**src/hw/rtl/framed_packet_parser_xor_ack_unit_defines.svh**
```systemverilog
// Assertion macros used by the reply queue RTL.
`ifndef FRAMED_PACKET_PARSER_XOR_ACK_UNIT_DEFINES_SVH
`define FRAMED_PACKET_PARSER_XOR_ACK_UNIT_DEFINES_SVH

// Checked at every clock edge outside reset.
`define FPPX_ASSERT(lbl, prop, msg) \
    lbl: assert property (@(posedge clk) disable iff (!rst_n) prop) else $error(msg);

// Checked at every clock edge, reset included.
`define FPPX_ASSERT_ALWAYS(lbl, prop, msg) \
    lbl: assert property (@(posedge clk) prop) else $error(msg);

`endif

```
**src/hw/rtl/fppx_pkg.sv**
```systemverilog
`default_nettype none

package fppx_pkg;

    localparam logic [7:0]  SYNC_BYTE      = 8'hA5;
    localparam logic [7:0]  REPLY_SYNC     = 8'h5A;
    localparam logic [7:0]  STATUS_OK      = 8'h00;
    localparam logic [7:0]  STATUS_LENGTH  = 8'h02;
    localparam logic [7:0]  STATUS_CHECK   = 8'h03;

    localparam logic [7:0]  MAX_LENGTH_RST = 8'd32;
    localparam logic [15:0] TIMEOUT_RST    = 16'd30;

    localparam int          ADDR_W         = 3;

    typedef enum logic {
        REG_MAX_LENGTH    = 1'b0,
        REG_TIMEOUT_TICKS = 1'b1
    } reg_index_t;

    typedef enum logic [1:0] {
        BYTE_SYNC   = 2'd0,
        BYTE_SEQ_LO = 2'd1,
        BYTE_SEQ_HI = 2'd2,
        BYTE_STATUS = 2'd3
    } reply_pos_t;

    typedef struct packed {
        logic [15:0] seq;
        logic [7:0]  status;
    } reply_t;

    typedef struct packed {
        logic   push;
        reply_t reply;
    } reply_req_t;

endpackage

`default_nettype wire

```
**src/hw/rtl/fppx_parser.sv**
```systemverilog
`default_nettype none

module fppx_parser
    import fppx_pkg::*;
(
    input  wire logic        clk,
    input  wire logic        rst_n,
    input  wire logic        accept,
    input  wire logic        cmd,
    input  wire logic [7:0]  rx_byte,
    input  wire logic [7:0]  max_length,
    input  wire logic [15:0] timeout_ticks,
    output reply_req_t       req
);

    typedef enum logic [2:0] {
        PH_SYNC    = 3'd0,
        PH_CMD     = 3'd1,
        PH_LEN     = 3'd2,
        PH_SEQLO   = 3'd3,
        PH_SEQHI   = 3'd4,
        PH_PAYLOAD = 3'd5,
        PH_CHECK   = 3'd6
    } phase_t;

    phase_t      phase_reg,   phase_next;
    logic [7:0]  length_reg,  length_next;
    logic [7:0]  count_reg,   count_next;
    logic [15:0] seq_reg,     seq_next;
    logic [7:0]  accum_reg,   accum_next;
    logic [15:0] idle_reg,    idle_next;
    logic [7:0]  count_inc;

    assign count_inc = count_reg + 8'd1;

    always_comb
    begin
        phase_next  = phase_reg;
        length_next = length_reg;
        count_next  = count_reg;
        seq_next    = seq_reg;
        accum_next  = accum_reg;
        idle_next   = idle_reg;
        req         = '0;
        req.reply.seq = seq_reg;

        if (accept)
        begin
            if (cmd)
            begin
                if (idle_reg != 16'hFFFF)
                begin
                    idle_next = idle_reg + 16'd1;
                end
                if (phase_reg != PH_SYNC && idle_next > timeout_ticks)
                begin
                    phase_next = PH_SYNC;
                    count_next = '0;
                    accum_next = '0;
                end
            end
            else
            begin
                idle_next = '0;
                case (phase_reg)
                    PH_CMD:
                    begin
                        accum_next = rx_byte;
                        phase_next = PH_LEN;
                    end
                    PH_LEN:
                    begin
                        length_next = rx_byte;
                        if (rx_byte > max_length)
                        begin
                            req.push         = 1'b1;
                            req.reply.status = STATUS_LENGTH;
                            phase_next       = PH_SYNC;
                            count_next       = '0;
                            accum_next       = '0;
                        end
                        else
                        begin
                            accum_next = accum_reg ^ rx_byte;
                            phase_next = PH_SEQLO;
                        end
                    end
                    PH_SEQLO:
                    begin
                        seq_next   = {8'h00, rx_byte};
                        accum_next = accum_reg ^ rx_byte;
                        phase_next = PH_SEQHI;
                    end
                    PH_SEQHI:
                    begin
                        seq_next   = {rx_byte, seq_reg[7:0]};
                        accum_next = accum_reg ^ rx_byte;
                        count_next = '0;
                        phase_next = (length_reg == 8'd0) ? PH_CHECK : PH_PAYLOAD;
                    end
                    PH_PAYLOAD:
                    begin
                        count_next = count_inc;
                        accum_next = accum_reg ^ rx_byte;
                        if (count_inc == length_reg)
                        begin
                            phase_next = PH_CHECK;
                        end
                    end
                    PH_CHECK:
                    begin
                        req.push         = 1'b1;
                        req.reply.status = (rx_byte == accum_reg) ? STATUS_OK : STATUS_CHECK;
                        phase_next       = PH_SYNC;
                        count_next       = '0;
                        accum_next       = '0;
                    end
                    default:
                    begin
                        phase_next = (rx_byte == SYNC_BYTE) ? PH_CMD : PH_SYNC;
                    end
                endcase
            end
        end
    end

    always_ff @(posedge clk or negedge rst_n)
    begin
        if (!rst_n)
        begin
            phase_reg  <= PH_SYNC;
            length_reg <= '0;
            count_reg  <= '0;
            seq_reg    <= '0;
            accum_reg  <= '0;
            idle_reg   <= '0;
        end
        else
        begin
            phase_reg  <= phase_next;
            length_reg <= length_next;
            count_reg  <= count_next;
            seq_reg    <= seq_next;
            accum_reg  <= accum_next;
            idle_reg   <= idle_next;
        end
    end

endmodule

`default_nettype wire

```
**src/hw/rtl/fppx_reply_queue.sv**
```systemverilog
`default_nettype none

`include "framed_packet_parser_xor_ack_unit_defines.svh"

module fppx_reply_queue
    import fppx_pkg::*;
(
    input  wire logic       clk,
    input  wire logic       rst_n,
    input  wire reply_req_t req,
    output logic            full,
    output logic            valid,
    input  wire logic       stall,
    output logic [7:0]      reply_byte,
    output logic            last_byte
);

    reply_t     head_reg,  head_next;
    reply_t     tail_reg,  tail_next;
    logic [1:0] cnt_reg,   cnt_next;
    reply_pos_t pos_reg,   pos_next;
    logic [1:0] cnt_after_pop;
    logic       out_accept;
    logic       pop;

    assign full       = (cnt_reg == 2'd2);
    assign valid      = (cnt_reg != 2'd0);
    assign out_accept = valid && !stall;
    assign pop        = out_accept && (pos_reg == BYTE_STATUS);
    assign last_byte  = (pos_reg == BYTE_STATUS);

    always_comb
    begin
        case (pos_reg)
            BYTE_SYNC:   reply_byte = REPLY_SYNC;
            BYTE_SEQ_LO: reply_byte = head_reg.seq[7:0];
            BYTE_SEQ_HI: reply_byte = head_reg.seq[15:8];
            BYTE_STATUS: reply_byte = head_reg.status;
            default:     reply_byte = REPLY_SYNC;
        endcase
    end

    always_comb
    begin
        head_next     = head_reg;
        tail_next     = tail_reg;
        pos_next      = pos_reg;
        cnt_after_pop = cnt_reg;

        if (out_accept)
        begin
            pos_next = reply_pos_t'(pos_reg + 2'd1);
        end
        if (pop)
        begin
            head_next     = tail_reg;
            cnt_after_pop = cnt_reg - 2'd1;
        end

        cnt_next = cnt_after_pop;
        if (req.push)
        begin
            if (cnt_after_pop == 2'd0)
            begin
                head_next = req.reply;
            end
            else
            begin
                tail_next = req.reply;
            end
            cnt_next = cnt_after_pop + 2'd1;
        end
    end

    always_ff @(posedge clk or negedge rst_n)
    begin
        if (!rst_n)
        begin
            cnt_reg <= '0;
            pos_reg <= BYTE_SYNC;
        end
        else
        begin
            cnt_reg <= cnt_next;
            pos_reg <= pos_next;
        end
    end

    always_ff @(posedge clk)
    begin
        head_reg <= head_next;
        tail_reg <= tail_next;
    end

    `FPPX_ASSERT_ALWAYS(a_cnt_bound, (cnt_reg != 2'd3), "reply queue count out of range")
    `FPPX_ASSERT(a_no_push_full, (req.push |-> !full), "reply pushed into full queue")
    `FPPX_ASSERT(a_pos_needs_entry, ((pos_reg != BYTE_SYNC) |-> valid), "reply position without entry")
    `FPPX_ASSERT(a_pop_drains, ((pop && !req.push) |=> (cnt_reg == $past(cnt_reg) - 2'd1)), "pop lost")

endmodule

`default_nettype wire

```
**src/hw/rtl/framed_packet_parser_xor_ack_unit.sv**
```systemverilog
// Channel   | Handshake                | Payload
// ----------+--------------------------+---------------------
// rx        | rx_valid / rx_stall      | cmd, rx_byte
// reply     | reply_valid / reply_stall| reply_byte, last_byte
// config    | APB psel/penable/pwrite  | paddr, pwdata, prdata
//
// One rx transaction per cycle while rx_stall is low; parser state updates at the accepting edge.
// A reply enters a two-entry queue at that edge and drains as four reply
// transactions, one per cycle while reply_stall is low.
// rx_stall rises only while the reply queue holds two replies.
// rst_n is asynchronous and clears the parser to sync search, the queue, and
// the registers to max_length 32 and timeout_ticks 30.
`default_nettype none

module framed_packet_parser_xor_ack_unit
    import fppx_pkg::*;
(
    input  wire logic              clk,
    input  wire logic              rst_n,

    input  wire logic              psel,
    input  wire logic              penable,
    input  wire logic              pwrite,
    input  wire logic [ADDR_W-1:0] paddr,
    input  wire logic [31:0]       pwdata,
    output logic      [31:0]       prdata,
    output logic                   pready,

    input  wire logic              rx_valid,
    output logic                   rx_stall,
    input  wire logic              cmd,
    input  wire logic [7:0]        rx_byte,

    output logic                   reply_valid,
    input  wire logic              reply_stall,
    output logic      [7:0]        reply_byte,
    output logic                   last_byte
);

    logic [7:0]  max_length_reg;
    logic [15:0] timeout_reg;
    reg_index_t  reg_sel;
    logic        cfg_write;
    logic        rx_accept;
    logic        queue_full;
    reply_req_t  req;

    assign pready    = 1'b1;
    assign reg_sel   = reg_index_t'(paddr[ADDR_W-1]);
    assign cfg_write = psel && penable && pwrite && pready;
    assign rx_stall  = queue_full;
    assign rx_accept = rx_valid && !rx_stall;

    always_ff @(posedge clk or negedge rst_n)
    begin
        if (!rst_n)
        begin
            max_length_reg <= MAX_LENGTH_RST;
            timeout_reg    <= TIMEOUT_RST;
        end
        else if (cfg_write)
        begin
            case (reg_sel)
                REG_MAX_LENGTH:    max_length_reg <= pwdata[7:0];
                REG_TIMEOUT_TICKS: timeout_reg    <= pwdata[15:0];
                default:           max_length_reg <= max_length_reg;
            endcase
        end
    end

    always_comb
    begin
        case (reg_sel)
            REG_MAX_LENGTH:    prdata = {24'h000000, max_length_reg};
            REG_TIMEOUT_TICKS: prdata = {16'h0000, timeout_reg};
            default:           prdata = '0;
        endcase
    end

    fppx_parser u_parser (
        .clk           (clk),
        .rst_n         (rst_n),
        .accept        (rx_accept),
        .cmd           (cmd),
        .rx_byte       (rx_byte),
        .max_length    (max_length_reg),
        .timeout_ticks (timeout_reg),
        .req           (req)
    );

    fppx_reply_queue u_reply_queue (
        .clk        (clk),
        .rst_n      (rst_n),
        .req        (req),
        .full       (queue_full),
        .valid      (reply_valid),
        .stall      (reply_stall),
        .reply_byte (reply_byte),
        .last_byte  (last_byte)
    );

endmodule

`default_nettype wire
```
**config.mk**
```make
export PLATFORM = sky130hd
export DESIGN_NAME = framed_packet_parser_xor_ack_unit
export DESIGN_NICKNAME = d
export VERILOG_FILES = /design/src/hw/rtl/fppx_pkg.sv /design/src/hw/rtl/fppx_parser.sv /design/src/hw/rtl/fppx_reply_queue.sv /design/src/hw/rtl/framed_packet_parser_xor_ack_unit.sv
export VERILOG_INCLUDE_DIRS = /design/src /design/src/hw/rtl
export SDC_FILE = /design/constraint.sdc
export NUM_CORES = 1
export LEC_CHECK = 0
export BUFFER_PORTS_ARGS = -buffer_cell sky130_fd_sc_hd__buf_2
export CAP_MARGIN = 20
export CORE_AREA = 2 2 113 115
export CTS_CLUSTER_DIAMETER = 200
export DETAILED_ROUTE_END_ITERATION = 8
export DIE_AREA = 0 0 115 117
export HOLD_SLACK_MARGIN = 0.06
export PLACE_DENSITY = 0.89
export SLEW_MARGIN = 15
export SYNTH_ARGS = -nofsm -noshare
export SYNTH_HDL_FRONTEND = slang
export SYNTH_SLANG_ARGS = --single-unit
```
**constraint.sdc**
```tcl
create_clock -name clk -period 5.1 [get_ports clk]
set_input_delay 0.51 -clock clk [delete_from_list [all_inputs] [get_ports clk]]
set_output_delay 0.51 -clock clk [all_outputs]
set_load 0.005 [all_outputs]
```
==> flow_summary.yaml, run 1 <==
run_status:
  outcome: "finished clean"
pwr:
  cellPowerDensity_mw_per_mm2: 491
  power_mw: 3.87
  peakVddDrop_mv: 0.475
  p_leak_nw: 3.64
global_routing:
  grt_remaining_overflow: 0
  antenna_found_initial: 0
  grt_pass1_wl_um: 25100
  grt_max_degree: 67
  globalRouteTotalUtil: 0.241
  first_global_vias: 5133
placement:
  place_congestion: 0.866
  portBuffers: 59
  dp.cells: 902
  hpwl_um: 10500
layout:
  instances_no_fill: 935
  drive_gt1_frac: 0.194
  layout_common_cells: "nand2_1, dfrtp_1, buf_2"
  nNetsFinal: 856
  synthToLayoutAreaGrowth_pct: 12.6
  fillers: 946
  utilization: 0.640
  largest_register_ff_count: 24
  layout_commonest_cell: "nand2_1"
  insertedDiodeCount: 0
drt:
  dr.pass1.iters: 5
  avgRoutedWirePerCell_um: 16.4
  met1_length_um: 6830
  top_layer: "met4"
  dr_wl_met3_um: 829
  wl_um: 15400
  num_vias: 5455
  drc_errors: 0
  drt_iter0_drc: 598
  dr_wl_met2_um: 7490
  ant_nets: 0
  via_per_inst: 5.83
yosys:
  synth_seq_cells: 129
  synth.distinct_cells: 61
  synth-main-ff-cell: "dfrtp_1"
  synth.area.top_cells: "dfrtp_1, edfxtp_1, mux2_2, dfxtp_1, ha_1"
  syn_inst: 721
  ys.warnings.count: 0
  synth_edf_count: 18
  async_flop_share: 0.674
  syn_area_per_cell_sq_um: 9.71
  syn-cell-area_sq_mm: 0.00700
  synth-seq-area-share: 0.458
  yosysTopAreaCellShare: 0.293
  synth_largest_area_cell: "dfrtp_1"
clock_network:
  cts_root_buf: "clkbuf_16"
  cts_buffers: 17
  insertion_delay_ns: 0.43
  post_cts_buffers: 0
  cts_tree: "built"
  htreeDepth: 4
  clk_pin_slew_ns: 0.06
  cts_buffer_depth: 2
  cts_sinks: 129
floorplanning:
  start_util: 0.568
  ios: 95
  die_h_um: 117
  die_x_um: 115
  die_area_sq_mm: 0.0135
  core_area_sq_mm: 0.0123
  rows: 41
sta:
  finClkSkew_ns: 0.0136
  fin_crit_sh: 0.834
  worstMarginPinSlew_ns: 0.914
  max-slew-margin-rel: 0.389
  hold_violations: 0
  tns_ns: 0
  period_needed_ns: 4.25
  slew_violations: 0
  setup_viol: 0
  fmax_mhz: 235
  rsz0062_at_grt: "false"
setup_path:
  worst_path_largest_cell_delay_ns: 0.56
  end_kind: "register"
  critPathBufInv: 0
  cpMostUsedCell: "and3_1"
  required_ns: 5.41
  startpoint_type: "register"
  path_class: "register to register"
  worstPathArrival_ns: 4.56
  cp_cell_sequence: "and3_1 -> nand3_1 -> nor4_4 -> nor2_1 -> and3_1 -> xor2_1 -> ha_1 -> nand4_1 -> or4_4 -> o21ai_2 -> nand2b_4 -> a21o_1 -> mux2_4"
  critical_path.max_fanout: 9
  path_delay_family: "simple AND/OR/NAND/NOR gates"
  rrSetupSlack_ns: 0.85
  worst_path_max_delay_cell: "nor4_4"
worst_hold_path:
  min_path_type: "input pin to register"
job:
  drv_cap: 0
-- what timing repair did --
action	CTS	global route
endpoints found under the hold margin	21	0
hold buffers	1	0
gates resized for setup	0	0
-- area by class of cell --
class                      count  area, sq um  share of cell area
clock buffer                  20          447              0.0567
tap                          150          188              0.0238
sequential                   129         3200               0.406
inverter                      48          180              0.0229
clock inverter                12          110              0.0140
multi-input combinational    513         3420               0.434
timing repair buffer          63          330              0.0419
-- per-layer routing --
layer	GRT usage	vias to the layer above
li1	-	2610
met1	0.320	2633
met2	0.393	191
met3	0.0628	21
met4	0.0707	0
met5	0	-
-- synth_stat cells (8+ instances only) --
cell type,n
nand2_1,92
dfrtp_1,82
nor2_1,56
inv_1,48
mux2_2,43
ha_1,33
o21ai_0,32
a21oi_1,28
clkbuf_1,25
dfxtp_1,24
xnor2_1,23
a31oi_1,22
buf_4,18
edfxtp_1,18
a22o_1,16
nand3_1,13
xor2_1,13
and3_1,12
nor3_1,11
nand4_1,10
and2_1,9
a22oi_1,8
mux2i_1,8
-- final timing paths --
| check | start | to | cells past startpoint |
|---|---|---|---|
| worst min-delay path | pwdata[13] | timeout_reg[13]$_DFFE_PN0P_ | 2 |
| worst max register to register | u_parser.idle_reg[3]$_DFFE_PN0P_ | u_parser.count_reg[1]$_DFFE_PN0P_ | 13 |
| max in group asynchronous | rst_n | timeout_reg[14]$_DFFE_PN0P_ | 3 |
| min in group asynchronous | rst_n | u_parser.seq_reg[8]$_DFFE_PN0P_ | 2 |
| worst min register to register | u_parser.seq_reg[4]$_DFFE_PN0P_ | u_reply_queue.tail_reg[12]$_DFFE_PP_ | 0 |
| worst max-delay path | u_parser.idle_reg[3]$_DFFE_PN0P_ | u_parser.count_reg[1]$_DFFE_PN0P_ | 13 |
-- cell families after synthesis --
kind of cell,synth area share
compound gates,0.134
simple gates,0.159
flops,0.458
other cells,0.00107
xor+xnor,0.0450
mux,0.0828
buf+inv,0.0613
fa+ha+maj,0.0590
-- metrics by stage --
step | area, sq um | setup slack (ns) | hold slack, ns
5_1_grt | 7880 | 0.624 | 0.315
3_5_place_dp | 7320 | 0.916 | 0.416
3_3_place_gp | 7320 | 1.00 | 0.418
4_1_cts | 7880 | 0.879 | 0.307
6_report | 7880 | 0.848 | 0.321
2_1_floorplan | 7060 | 1.38 | 0.214
-- where the power goes --
group / internal (mW) / switching (mW) / leakage [nW] / total [mW]
combinational: 0.528 / 0.620 / 1.90 / 1.15
clock: 0.682 / 0.448 / 0.263 / 1.13
sequential: 1.34 / 0.259 / 1.47 / 1.60
No activity file was read; power rests on OpenSTA's default activity.
==> run 2, diff against run 1 <==
Settings changed: CORE_AREA 2 2 113 115 to 2 2 120 122, DIE_AREA 0 0 115 117 to 0 0 122 124, PLACE_DENSITY 0.89 to 0.84.
Clock period 5.1 ns to 3.41 ns, I/O delays scaled along.
==> run 2 against run 1 <==
The run now ends with setup timing left. Via count up 4.6%. Hold slack worse by 0.18 ns. Largest power group unchanged. Largest cell class unchanged. Highest routed layer unchanged. Non-clock buffer count up 51. Sequential cell count unchanged.
==> flow_summary.yaml, run 2 (synthesis results as in run 1) <==
run_status:
  outcome: "finished, violations left"
  violations: "setup timing"
sta:
  fmax_mhz: 285
  rsz0062_at_grt: "true"
  finalWorstSetupSlack_ns: -0.0987
  max-slew-margin-rel: 0.0785
  hold_violations: 0
  tns_ns: -0.520
  finClkSkew_ns: 0.0104
  slew_violations: 0
  setup_viol: 9
  worstMarginPinSlew_ns: 1.37
  period_needed_ns: 3.51
  fin_crit_sh: 1.03
layout:
  layout_common_cells: "nand2_1, dfrtp_1, buf_2"
  instances_no_fill: 1016
  synthToLayoutAreaGrowth_pct: 23.1
  nNetsFinal: 907
  fillers: 1062
  insertedDiodeCount: 0
  largest_register_ff_count: 24
  layout_commonest_cell: "nand2_1"
  drive_gt1_frac: 0.291
setup_path:
  cp-startpoint: "u_parser.idle_reg[5]$_DFFE_PN0P_"
  required_ns: 3.72
  worstPathArrival_ns: 3.82
  rr_worst_depth: 12
  r2r_end: "u_parser.phase_reg[0]$_DFFE_PN0P_"
  end_kind: "register"
  rrSetupSlack_ns: -0.1
  critical_path.max_fanout: 6
  path_class: "register to register"
  startpoint_type: "register"
  rr_startpoint: "u_parser.idle_reg[5]$_DFFE_PN0P_"
global_routing:
  grt_pass1_wl_um: 26500
  grt_max_degree: 65
  globalRouteTotalUtil: 0.226
  grt_remaining_overflow: 0
  first_global_vias: 5415
  antenna_found_initial: 0
clock_network:
  cts_sinks: 129
  cts_tree: "built"
  cts_buffer_depth: 2
  cts_root_buf: "clkbuf_16"
  insertion_delay_ns: 0.43
  htreeDepth: 4
  cts_buffers: 17
  clk_pin_slew_ns: 0.06
drt:
  drc_errors: 0
  ant_nets: 0
  via_per_inst: 5.62
  num_vias: 5706
  avgRoutedWirePerCell_um: 16.8
  dr.pass1.iters: 7
  drt_iter0_drc: 612
  wl_um: 17000
floorplanning:
  die_area_sq_mm: 0.0151
  ios: 95
  core_area_sq_mm: 0.0137
  rows: 43
  die_x_um: 122
  die_h_um: 124
  start_util: 0.510
pwr:
  p_leak_nw: 3.96
  peakVddDrop_mv: 0.448
  cellPowerDensity_mw_per_mm2: 718
  power_mw: 6.19
worst_hold_path:
  holdCritStartpoint: "pwdata[14]"
  min_to: "timeout_reg[14]$_DFFE_PN0P_"
  min_path_type: "input pin to register"
  hold_depth: 2
placement:
  portBuffers: 59
  place_congestion: 0.851
  hpwl_um: 11100
  dp.cells: 972
  dp_slack_ns: -0.129
job:
  drv_cap: 0
## run 2: cell types whose count changed in the layout (fill, tap and decap cells not counted), moves of 4 or more
cell       delta
a21oi_1       -6
buf_6         +5
a21oi_2       +5
buf_4        +46
inv_6         +4
o2bb2ai_1     -5
## run 2: worst max-delay path by stage
stage / endpoint / cells past startpoint
3_5_place_dp: u_parser.phase_reg[0]$_DFFE_PN0P_ / 13
3_3_place_gp: u_parser.phase_reg[0]$_DFFE_PN0P_ / 13
5_1_grt: u_parser.phase_reg[0]$_DFFE_PN0P_ / 13
6_report: u_parser.phase_reg[0]$_DFFE_PN0P_ / 12
2_1_floorplan: u_parser.count_reg[1]$_DFFE_PN0P_ / 14
4_1_cts: u_parser.count_reg[1]$_DFFE_PN0P_ / 12
## run 2: per-stage QoR
step	cell area [sq um]	util	hold slack [ns]
CTS	8390	0.612	0.133
global placement	7710	0.562	0.461
detailed placement	7710	0.562	0.469
finish	8620	0.628	0.145
global route	8620	0.628	0.132
floorplan	7110	-	0.0454
## run 2: worst max-delay path, cell delays in order, from the launching register on
cell and delay, ns:
dfrtp_1 0.36, and3_4 0.20, nand2_2 0.06, or3_4 0.41, o21ai_1 0.13, or3b_4 0.41
ha_4 0.28, nand4_1 0.15, or4_4 0.49, o211ai_4 0.24, nand2b_4 0.11, nor3b_2 0.23
mux2_4 0.32
## run 2: repair_timing
action	4_1_cts	5_1_grt
endpoints found under the hold margin	55	0
buffers inserted	3	8
pin swaps	3	11
resized for setup	14	30
hold buffers	1	0
setup endpoints to repair	11	19
## run 2: layer usage
layer  track usage  share of wire
met5             0              0
met3        0.0513          0.055
met1         0.292           0.43
met2         0.364           0.48
met4        0.0991          0.028
## run 2: final cells by class
class	instances	area (sq um)	share of cell area
inverters	48	180	0.0209
multi-input cells	513	3690	0.428
clock inverters	15	161	0.0187
clock buffers	17	425	0.0494
flip-flops and latches	129	3200	0.372
well taps	180	225	0.0261
repair buffers	114	732	0.0849
## run 2: where the power goes
group          internal (mW)  leakage, nW  switching, mW  total [mW]
clock                   1.04        0.281          0.771        1.81
sequential              2.00         1.47          0.372        2.37
combinational          0.939         2.21           1.07        2.01
